==> src/rtl/ppps_pkg.sv <==
// Shared types, widths and codes for the polygon projection plane select unit.
// No dependencies; every other file of the unit imports this package.
package ppps_pkg;

	localparam int COORD_WIDTH = 16;
	localparam int EDGE_W      = COORD_WIDTH + 1;
	localparam int PROD_W      = 2 * EDGE_W;
	localparam int NORM_W      = PROD_W + 1;
	localparam int MAG_W       = NORM_W - 1;
	localparam int HALF_W      = (MAG_W + 1) / 2;
	localparam int HIGH_W      = MAG_W - HALF_W;
	localparam int MUL_W       = EDGE_W + 1;
	localparam int MULP_W      = 2 * MUL_W;
	localparam int SQ_W        = 2 * MAG_W;
	localparam int QS_W        = SQ_W + 1;
	localparam int NUM_AXES    = 3;

	typedef logic signed [COORD_WIDTH-1:0] coord_t;

	typedef struct packed {
		coord_t x;
		coord_t y;
		coord_t z;
	} vertex_t;

	typedef enum logic [1:0] {
		PLANE_XY   = 2'd0,
		PLANE_YZ   = 2'd1,
		PLANE_XZ   = 2'd2,
		PLANE_NONE = 2'd3
	} plane_t;

	typedef enum logic [3:0] {
		OP_NONE,
		OP_LOAD,
		OP_EVAL,
		OP_CROSS_A,
		OP_CROSS_B,
		OP_CROSS_C,
		OP_SQ_MUL,
		OP_SQ_ACC,
		OP_SUM,
		OP_EMIT_PLANE,
		OP_EMIT_DEGEN
	} op_t;

	typedef enum logic [3:0] {
		ST_IDLE,
		ST_EVAL,
		ST_CROSS_A,
		ST_CROSS_B,
		ST_CROSS_C,
		ST_DECIDE,
		ST_SQ_MUL,
		ST_SQ_ACC,
		ST_SUM,
		ST_CMP
	} state_t;

	typedef struct packed {
		op_t        op;
		logic [1:0] idx;
	} cmd_t;

	typedef struct packed {
		logic need_cross;
		logic last;
		logic normal_found;
		logic out_free;
	} sts_t;

endpackage

==> src/rtl/ppps_ifs.sv <==
// Handshake channels of the unit: the vertex input and the plane result.
// Depends on ppps_pkg for the coordinate width.
interface ppps_vertex_if;
	import ppps_pkg::*;

	logic   valid;
	logic   ready;
	coord_t vertex_x;
	coord_t vertex_y;
	coord_t vertex_z;
	logic   last_vertex;

	modport source(output valid, output vertex_x, output vertex_y, output vertex_z,
		output last_vertex, input ready);
	modport sink(input valid, input vertex_x, input vertex_y, input vertex_z,
		input last_vertex, output ready);
endinterface

interface ppps_plane_if;
	logic       valid;
	logic       ready;
	logic [1:0] plane_choice;

	modport source(output valid, output plane_choice, input ready);
	modport sink(input valid, input plane_choice, output ready);
endinterface

==> src/rtl/ppps_ctrl.sv <==
// Controller state machine: sequences load, cross product, squared norms and result.
// Depends on ppps_pkg; drives the datapath through cmd_t and reads sts_t.
module ppps_ctrl (
	input  logic           clk,
	input  logic           arst_n,
	input  logic           in_valid,
	output logic           in_ready,
	input  ppps_pkg::sts_t sts,
	output ppps_pkg::cmd_t cmd
);
	import ppps_pkg::*;

	state_t     state_q, state_d;
	logic [1:0] comp_q, comp_d;

	always_ff @(posedge clk or negedge arst_n) begin
		if (!arst_n) begin
			state_q <= ST_IDLE;
			comp_q  <= '0;
		end else begin
			state_q <= state_d;
			comp_q  <= comp_d;
		end
	end

	always_comb begin
		state_d  = state_q;
		comp_d   = comp_q;
		in_ready = 1'b0;
		cmd.op   = OP_NONE;
		cmd.idx  = comp_q;
		case (state_q)
			ST_IDLE: begin
				in_ready = 1'b1;
				if (in_valid) begin
					cmd.op  = OP_LOAD;
					state_d = ST_EVAL;
				end
			end
			ST_EVAL: begin
				cmd.op = OP_EVAL;
				if (sts.need_cross) begin
					state_d = ST_CROSS_A;
				end else if (sts.last) begin
					state_d = ST_DECIDE;
				end else begin
					state_d = ST_IDLE;
				end
			end
			ST_CROSS_A: begin
				cmd.op  = OP_CROSS_A;
				state_d = ST_CROSS_B;
			end
			ST_CROSS_B: begin
				cmd.op  = OP_CROSS_B;
				state_d = ST_CROSS_C;
			end
			ST_CROSS_C: begin
				cmd.op  = OP_CROSS_C;
				state_d = sts.last ? ST_DECIDE : ST_IDLE;
			end
			ST_DECIDE: begin
				if (!sts.normal_found) begin
					if (sts.out_free) begin
						cmd.op  = OP_EMIT_DEGEN;
						state_d = ST_IDLE;
					end
				end else begin
					comp_d  = '0;
					state_d = ST_SQ_MUL;
				end
			end
			ST_SQ_MUL: begin
				cmd.op  = OP_SQ_MUL;
				state_d = ST_SQ_ACC;
			end
			ST_SQ_ACC: begin
				cmd.op = OP_SQ_ACC;
				if (comp_q == 2'(NUM_AXES - 1)) begin
					state_d = ST_SUM;
				end else begin
					comp_d  = comp_q + 2'd1;
					state_d = ST_SQ_MUL;
				end
			end
			ST_SUM: begin
				cmd.op  = OP_SUM;
				state_d = ST_CMP;
			end
			ST_CMP: begin
				if (sts.out_free) begin
					cmd.op  = OP_EMIT_PLANE;
					state_d = ST_IDLE;
				end
			end
			default: begin
				state_d = ST_IDLE;
			end
		endcase
	end

`ifndef SYNTH
	a_comp_range: assert property (@(posedge clk) disable iff (!arst_n)
		comp_q != 2'd3)
		else $error("component counter out of range");

	a_sq_follows_mul: assert property (@(posedge clk) disable iff (!arst_n)
		state_q == ST_SQ_MUL |=> state_q == ST_SQ_ACC && $stable(comp_q))
		else $error("square accumulate did not follow multiply");

	a_load_only_idle: assert property (@(posedge clk) disable iff (!arst_n)
		cmd.op == OP_LOAD |-> state_q == ST_IDLE && in_valid)
		else $error("vertex loaded outside idle");
`endif

endmodule

==> src/rtl/ppps_datapath.sv <==
// Datapath: vertex registers, edges, three shared multipliers, normal, squared norms,
// plane compare and the result register. Depends on ppps_pkg; driven by ppps_ctrl.
module ppps_datapath (
	input  logic             clk,
	input  logic             arst_n,
	input  ppps_pkg::cmd_t   cmd,
	output ppps_pkg::sts_t   sts,
	input  ppps_pkg::coord_t vertex_x,
	input  ppps_pkg::coord_t vertex_y,
	input  ppps_pkg::coord_t vertex_z,
	input  logic             last_vertex,
	input  logic             out_ready,
	output logic             out_valid,
	output logic [1:0]       plane_choice
);
	import ppps_pkg::*;

	function automatic logic signed [EDGE_W-1:0] edge_of(coord_t a, coord_t b);
		return $signed({a[COORD_WIDTH-1], a}) - $signed({b[COORD_WIDTH-1], b});
	endfunction

	vertex_t v_q, anchor_q, second_q;
	logic    last_q;
	logic    seen_q, second_found_q, normal_found_q, out_valid_q;
	plane_t  plane_q;

	logic signed [EDGE_W-1:0] e1_q [NUM_AXES];
	logic signed [EDGE_W-1:0] e2_q [NUM_AXES];
	logic [PROD_W-1:0]        mula_q [NUM_AXES];
	logic [PROD_W-1:0]        mulb_q [NUM_AXES];
	logic signed [NORM_W-1:0] norm_q [NUM_AXES];
	logic [SQ_W-1:0]          sq_q [NUM_AXES];
	logic [QS_W-1:0]          qxy_q, qyz_q, qxz_q;

	logic signed [MUL_W-1:0]  mop_a [NUM_AXES];
	logic signed [MUL_W-1:0]  mop_b [NUM_AXES];
	logic signed [MULP_W-1:0] mprod [NUM_AXES];
	logic signed [NORM_W-1:0] diff [NUM_AXES];
	logic signed [NORM_W-1:0] norm_sel;
	logic [NORM_W-1:0]        norm_neg;
	logic [MAG_W-1:0]         mag;
	logic [HIGH_W-1:0]        mag_hi;
	logic [HALF_W-1:0]        mag_lo;
	logic [SQ_W-1:0]          sq_new;
	logic                     diff_nonzero;
	logic                     differs;
	logic                     out_free;
	logic                     emit;
	plane_t                   plane_best;

	assign differs  = (v_q != anchor_q);
	assign out_free = !out_valid_q || out_ready;
	assign emit     = (cmd.op == OP_EMIT_PLANE) || (cmd.op == OP_EMIT_DEGEN);

	// Magnitude of the selected normal component, split in halves for squaring.
	always_comb begin
		case (cmd.idx)
			2'd1:    norm_sel = norm_q[1];
			2'd2:    norm_sel = norm_q[2];
			default: norm_sel = norm_q[0];
		endcase
		norm_neg = -norm_sel;
		mag      = norm_sel[NORM_W-1] ? norm_neg[MAG_W-1:0] : norm_sel[MAG_W-1:0];
		mag_hi   = mag[MAG_W-1:HALF_W];
		mag_lo   = mag[HALF_W-1:0];
	end

	always_comb begin
		case (cmd.op)
			OP_CROSS_A: begin
				mop_a[0] = MUL_W'(e1_q[1]);
				mop_b[0] = MUL_W'(e2_q[2]);
				mop_a[1] = MUL_W'(e1_q[2]);
				mop_b[1] = MUL_W'(e2_q[0]);
				mop_a[2] = MUL_W'(e1_q[0]);
				mop_b[2] = MUL_W'(e2_q[1]);
			end
			OP_CROSS_B: begin
				mop_a[0] = MUL_W'(e1_q[2]);
				mop_b[0] = MUL_W'(e2_q[1]);
				mop_a[1] = MUL_W'(e1_q[0]);
				mop_b[1] = MUL_W'(e2_q[2]);
				mop_a[2] = MUL_W'(e1_q[1]);
				mop_b[2] = MUL_W'(e2_q[0]);
			end
			default: begin
				mop_a[0] = $signed(MUL_W'(mag_hi));
				mop_b[0] = $signed(MUL_W'(mag_hi));
				mop_a[1] = $signed(MUL_W'(mag_hi));
				mop_b[1] = $signed(MUL_W'(mag_lo));
				mop_a[2] = $signed(MUL_W'(mag_lo));
				mop_b[2] = $signed(MUL_W'(mag_lo));
			end
		endcase
	end

	always_comb begin
		for (int i = 0; i < NUM_AXES; i++) begin
			mprod[i] = mop_a[i] * mop_b[i];
			diff[i]  = $signed({mula_q[i][PROD_W-1], mula_q[i]})
				- $signed({mulb_q[i][PROD_W-1], mulb_q[i]});
		end
		diff_nonzero = (diff[0] != '0) || (diff[1] != '0) || (diff[2] != '0);
	end

	// The cross term is doubled by shifting it one place further up.
	assign sq_new = (SQ_W'(mula_q[0]) << (2 * HALF_W))
		+ (SQ_W'(mula_q[1]) << (HALF_W + 1))
		+ SQ_W'(mula_q[2]);

	always_comb begin
		if (qxy_q <= qyz_q && qxy_q <= qxz_q) begin
			plane_best = PLANE_XY;
		end else if (qyz_q <= qxz_q) begin
			plane_best = PLANE_YZ;
		end else begin
			plane_best = PLANE_XZ;
		end
	end

	always_ff @(posedge clk or negedge arst_n) begin
		if (!arst_n) begin
			seen_q         <= 1'b0;
			second_found_q <= 1'b0;
			normal_found_q <= 1'b0;
			out_valid_q    <= 1'b0;
		end else begin
			if (out_valid_q && out_ready) begin
				out_valid_q <= 1'b0;
			end
			case (cmd.op)
				OP_EVAL: begin
					if (!seen_q) begin
						seen_q <= 1'b1;
					end else if (!second_found_q && differs) begin
						second_found_q <= 1'b1;
					end
				end
				OP_CROSS_C: begin
					if (diff_nonzero) begin
						normal_found_q <= 1'b1;
					end
				end
				OP_EMIT_PLANE, OP_EMIT_DEGEN: begin
					seen_q         <= 1'b0;
					second_found_q <= 1'b0;
					normal_found_q <= 1'b0;
					out_valid_q    <= 1'b1;
				end
				default: begin
				end
			endcase
		end
	end

	always_ff @(posedge clk) begin
		case (cmd.op)
			OP_LOAD: begin
				v_q    <= '{x: vertex_x, y: vertex_y, z: vertex_z};
				last_q <= last_vertex;
			end
			OP_EVAL: begin
				if (!seen_q) begin
					anchor_q <= v_q;
				end else if (!second_found_q && differs) begin
					second_q <= v_q;
				end
				e1_q[0] <= edge_of(second_q.x, anchor_q.x);
				e1_q[1] <= edge_of(second_q.y, anchor_q.y);
				e1_q[2] <= edge_of(second_q.z, anchor_q.z);
				e2_q[0] <= edge_of(v_q.x, anchor_q.x);
				e2_q[1] <= edge_of(v_q.y, anchor_q.y);
				e2_q[2] <= edge_of(v_q.z, anchor_q.z);
			end
			OP_CROSS_A, OP_SQ_MUL: begin
				for (int i = 0; i < NUM_AXES; i++) begin
					mula_q[i] <= mprod[i][PROD_W-1:0];
				end
			end
			OP_CROSS_B: begin
				for (int i = 0; i < NUM_AXES; i++) begin
					mulb_q[i] <= mprod[i][PROD_W-1:0];
				end
			end
			OP_CROSS_C: begin
				if (diff_nonzero) begin
					for (int i = 0; i < NUM_AXES; i++) begin
						norm_q[i] <= diff[i];
					end
				end
			end
			OP_SQ_ACC: begin
				for (int i = 0; i < NUM_AXES; i++) begin
					if (cmd.idx == 2'(i)) begin
						sq_q[i] <= sq_new;
					end
				end
			end
			OP_SUM: begin
				qxy_q <= QS_W'(sq_q[0]) + QS_W'(sq_q[1]);
				qyz_q <= QS_W'(sq_q[1]) + QS_W'(sq_q[2]);
				qxz_q <= QS_W'(sq_q[2]) + QS_W'(sq_q[0]);
			end
			OP_EMIT_PLANE: begin
				plane_q <= plane_best;
			end
			OP_EMIT_DEGEN: begin
				plane_q <= PLANE_NONE;
			end
			default: begin
			end
		endcase
	end

	assign sts.need_cross   = seen_q && second_found_q && !normal_found_q;
	assign sts.last         = last_q;
	assign sts.normal_found = normal_found_q;
	assign sts.out_free     = out_free;
	assign out_valid        = out_valid_q;
	assign plane_choice     = plane_q;

`ifndef SYNTH
	a_flag_order: assert property (@(posedge clk) disable iff (!arst_n)
		(!normal_found_q || second_found_q) && (!second_found_q || seen_q))
		else $error("polygon progress flags out of order");

	a_normal_nonzero: assert property (@(posedge clk) disable iff (!arst_n)
		normal_found_q |-> (norm_q[0] != '0) || (norm_q[1] != '0) || (norm_q[2] != '0))
		else $error("stored normal is zero");

	a_emit_when_free: assert property (@(posedge clk) disable iff (!arst_n)
		emit |-> out_free)
		else $error("result overwritten before it was taken");

	a_emit_clears: assert property (@(posedge clk) disable iff (!arst_n)
		emit |=> !seen_q && out_valid_q)
		else $error("polygon state not cleared after result");
`endif

endmodule

==> src/rtl/polygon_projection_plane_select_unit.sv <==
// A vertex is loaded, then evaluated; a vertex that is tested against the plane then goes
// through CROSS_A and CROSS_B, as the three shared multipliers form the cross product, and
// CROSS_C, where the difference is checked. A last vertex then passes DECIDE, and when a normal
// exists the three normal components are squared on the same multipliers before SUM and CMP.
// The result sits in an output register; the next vertex is taken while it waits.
// Reset (arst_n low, asynchronous) clears the polygon state and the result valid.
module polygon_projection_plane_select_unit (
	input  logic        clk,
	input  logic        arst_n,
	ppps_vertex_if.sink vertex,
	ppps_plane_if.source result
);
	import ppps_pkg::*;

	cmd_t cmd;
	sts_t sts;

	ppps_ctrl u_ctrl (
		.clk      (clk),
		.arst_n   (arst_n),
		.in_valid (vertex.valid),
		.in_ready (vertex.ready),
		.sts      (sts),
		.cmd      (cmd)
	);

	ppps_datapath u_datapath (
		.clk          (clk),
		.arst_n       (arst_n),
		.cmd          (cmd),
		.sts          (sts),
		.vertex_x     (vertex.vertex_x),
		.vertex_y     (vertex.vertex_y),
		.vertex_z     (vertex.vertex_z),
		.last_vertex  (vertex.last_vertex),
		.out_ready    (result.ready),
		.out_valid    (result.valid),
		.plane_choice (result.plane_choice)
	);

endmodule

==> src/flat_wrapper.sv <==
// flat-port wrapper written by rule: the top's interface ports become plain ports
module polygon_projection_plane_select_unit_flat import ppps_pkg::*;
  (clk, arst_n, vertex_valid, vertex_vertex_x, vertex_vertex_y, vertex_vertex_z, vertex_last_vertex, vertex_ready, result_valid, result_plane_choice, result_ready);
  ppps_vertex_if vertex_i ();
  ppps_plane_if result_i ();
  input  logic clk;
  input  logic arst_n;
  input wire logic [$bits(vertex_i.valid)-1:0] vertex_valid;
  input wire logic [$bits(vertex_i.vertex_x)-1:0] vertex_vertex_x;
  input wire logic [$bits(vertex_i.vertex_y)-1:0] vertex_vertex_y;
  input wire logic [$bits(vertex_i.vertex_z)-1:0] vertex_vertex_z;
  input wire logic [$bits(vertex_i.last_vertex)-1:0] vertex_last_vertex;
  output wire logic [$bits(vertex_i.ready)-1:0] vertex_ready;
  output wire logic [$bits(result_i.valid)-1:0] result_valid;
  output wire logic [$bits(result_i.plane_choice)-1:0] result_plane_choice;
  input wire logic [$bits(result_i.ready)-1:0] result_ready;
  assign vertex_i.valid = vertex_valid;
  assign vertex_i.vertex_x = vertex_vertex_x;
  assign vertex_i.vertex_y = vertex_vertex_y;
  assign vertex_i.vertex_z = vertex_vertex_z;
  assign vertex_i.last_vertex = vertex_last_vertex;
  assign vertex_ready = vertex_i.ready;
  assign result_valid = result_i.valid;
  assign result_plane_choice = result_i.plane_choice;
  assign result_i.ready = result_ready;
  polygon_projection_plane_select_unit u_core (.clk(clk), .arst_n(arst_n), .vertex(vertex_i), .result(result_i));
endmodule
==> config.mk <==
export PLATFORM = sky130hd
export DESIGN_NAME = polygon_projection_plane_select_unit_flat
export DESIGN_NICKNAME = d
export VERILOG_FILES = /design/src/rtl/ppps_pkg.sv /design/src/rtl/ppps_ifs.sv /design/src/rtl/ppps_ctrl.sv /design/src/rtl/ppps_datapath.sv /design/src/rtl/polygon_projection_plane_select_unit.sv /design/src/flat_wrapper.sv
export SDC_FILE = /design/constraint.sdc
export NUM_CORES = 2
export LEC_CHECK = 0
export ABC_AREA = 1
export ABC_CLOCK_PERIOD_IN_PS = 20700
export BUFFER_PORTS_ARGS = -buffer_cell sky130_fd_sc_hd__buf_2
export CAP_MARGIN = 5
export CORE_MARGIN = 2
export CORE_UTILIZATION = 40
export DETAILED_ROUTE_END_ITERATION = 7
export PLACE_DENSITY = 0.65
export SLEW_MARGIN = 20
export SYNTH_ARGS = -nofsm -noshare
export SYNTH_HDL_FRONTEND = slang
export SYNTH_SLANG_ARGS = --single-unit
==> constraint.sdc <==
create_clock -name clk -period 20.7 [get_ports clk]
set_clock_uncertainty 0.15 [all_clocks]
set_input_delay 1.035 -clock clk [delete_from_list [all_inputs] [get_ports clk]]
set_output_delay 1.035 -clock clk [all_outputs]
set_load 0.02 [all_outputs]
==> qor.yml <==
critPathMaxStageDelay_ns: 0.76
overflow: 0
fin_tns_setup_ns: 0
finalNonFillerCells: 15700
dp_hpwl_mm: 276
final_layout_size_suffix_gt1_share_pct: 3.07
dr.pass1.iters: 8
fin_crit_sh_pct: 49.4
synth_compound_area_share_pct: 8.78
syn_area_um2: 102000
hold_depth: 1
num_rows: 185
synth_flop_cell: "edfxtp_1"
cts-resized-gates: 0
grt_usage_pct: 25.1
crit_top_cell: "inv_1"
path_max_fanout: 50
num_vias: 80700
port_buffers: 56
placed_cells: 15500
worstMarginPinSlew_ns: 1.21
stdcell_area_um2: 110000
mostFrequentLayoutCells: "2,754 x inv_1, 2,633 x nand2_1, 1,025 x nor2_1"
synth_xor_area_share_pct: 4.25
initial_utilization_pct: 40.1
fin_crit_ns: 10.22
drv_cap: 0
hold_path_class: "in -> reg"
final_common_cell: "inv_1"
numClockSinks: 979
coreArea_um2: 254000
drt_wl_total_mm: 326
grt_antenna_before_repair: 9
synth-edff-count: 969
ant_nets: 0
path_clk_slew_ns: 0.07
vias_per_cell: 5.14
synth_warnings: 0
async_reset_ff_share_pct: 1.02
grt_max_degree: 92
synth-simple-area-share_pct: 17.0
wire_per_inst_um: 20.8
cts_htree_levels: 3
drc_errors: 20
drt_iter0_drc: 7385
crit_slowest_cell: "o21ai_1"
synth-seq-cells: 979
reg2reg_depth: 33
rsz0062_at_grt: "no"
outcome: "finished, violations left"
cts_hold_buf: 1
startpoint_type: "flop"
die-width_um: 509
grt_pass1_vias: 80300
ys_seq_area_share_pct: 28.8
synth_nets: 14100
slew_violations: 0
final_core_utilization_pct: 43.4
synth.avg_cell_area_um2: 8.36
violations: "design-rule violations"
final_nets: 14200
arrival_ns: 10.55
synth_top_family_by_area: "adder cells"
maxSlewHeadroom_pct: 18.7
synth-adder-area-share_pct: 30.1
cts_setup_buffers: 0
die-area_um2: 259000
clk_latency_ns: 0.80
max_freq_mhz: 97.9
cts_root_buf: "clkbuf_16"
critical_path_class: "reg -> reg"
cts_tree: "done"
r2r_slack_ns: 10.48
synth.area.mux_share_pct: 0
syn_inst: 12200
crit_required_ns: 21.03
syn2layout_area_growth_pct: 8.04
setup_viol: 0
place_area_um2: 106000
routabilityCongestion: 1.01
hold_violations: 0
numCtsBuffers: 108
clockBufferDepth: 3
ios: 57
grt_first_pass_wirelength_mm: 489
die_h_um: 509
endpoint_kind: "flop"
synth_cell_types: 70
[area by class of cell]
| class | count | area, µm² |
|---|---|---|
| Fill cell | 25400 | 144000 |
| Tap cell | 3366 | 4210 |
| Clock buffer | 119 | 2750 |
| Multi-Input combinational cell | 8260 | 61400 |
| Timing Repair Buffer | 111 | 699 |
| Inverter | 2781 | 10400 |
| Clock inverter | 85 | 1180 |
| Antenna cell | 5 | 12.5 |
| Sequential cell | 979 | 29300 |
[cell usage after synthesis, types with 68 or more instances]
library cell / instances / area share [%]
xor2_1: 312 / 2.7
a31oi_1: 95 / 0.58
fa_1: 958 / 19
o21ai_0: 401 / 2.0
inv_1: 2756 / 10
nand4_1: 104 / 0.64
edfxtp_1: 969 / 29
a21oi_1: 769 / 3.8
nand3_1: 317 / 1.6
ha_1: 917 / 11
nor2_1: 1034 / 3.8
nor3_1: 68 / 0.33
xnor2_1: 180 / 1.5
buf_2: 73 / 0.36
nand2_1: 2633 / 9.7
[cells by family after synthesis]
kind of cell / Yosys count
flops: 979
compound gates: 1585
fa+ha+maj: 1875
simple gates: 4307
buf+inv: 2939
xor+xnor: 493
[worst max-delay path: cells and delay by family, from the launching register on]
| kind | cells | cell delay, ns |
|---|---|---|
| xor gates and xnor gates | 2 | 0.44 |
| adders and majority gates | 8 | 3.88 |
| DFF | 1 | 0.38 |
| buffers and inverters | 9 | 2.13 |
| AOI/OAI and AO/OA | 7 | 1.83 |
| and+or+nand+nor | 7 | 1.06 |
[layer usage]
metal	part of all wire [%]	GRT usage, %
met1	43	33.5
met2	45	40.1
met3	6.3	3.42
met4	5.6	12.0
met5	0.0083	0
[flip-flops by register name, indices dropped and copies added, names as in the netlist, 51 cells and up]
signal	count
u_core.u_datapath.sq_q	204
u_core.u_datapath.norm_q	105
u_core.u_datapath.mula_q	102
u_core.u_datapath.mulb_q	102
u_core.u_datapath.qxy_q	69
u_core.u_datapath.qxz_q	69
u_core.u_datapath.qyz_q	69
u_core.u_datapath.e1_q	51
u_core.u_datapath.e2_q	51
[path summary, 6_finish.rpt]
| check | end | startpoint |
|---|---|---|
| min in group asynchronous | u_core.u_datapath.out_valid | arst_n |
| max in group asynchronous | u_core.u_datapath.normal_found_q | arst_n |
| max reg2reg | u_core.u_datapath.mula_q[0][32] | u_core.u_ctrl.comp_q[0] |
| max | u_core.u_datapath.mula_q[0][32] | u_core.u_ctrl.comp_q[0] |
| min reg2reg | u_core.u_datapath.anchor_q[16] | u_core.u_datapath.v_q[16] |
| min | u_core.u_datapath.v_q[25] | vertex_vertex_y[9] |
[through the flow]
step / setup slack, ns / hold WS [ns]
floorplan: 4.97 / 0.295
global placement: 10.74 / 0.305
detailed placement: 10.72 / 0.323
CTS: 10.64 / 0.204
global route: 9.87 / 0.214
finish: 10.48 / 0.257
Power is left out: the tool's default activity adds up to more than one toggle a clock period on the data nets, which glitch-free logic cannot reach.
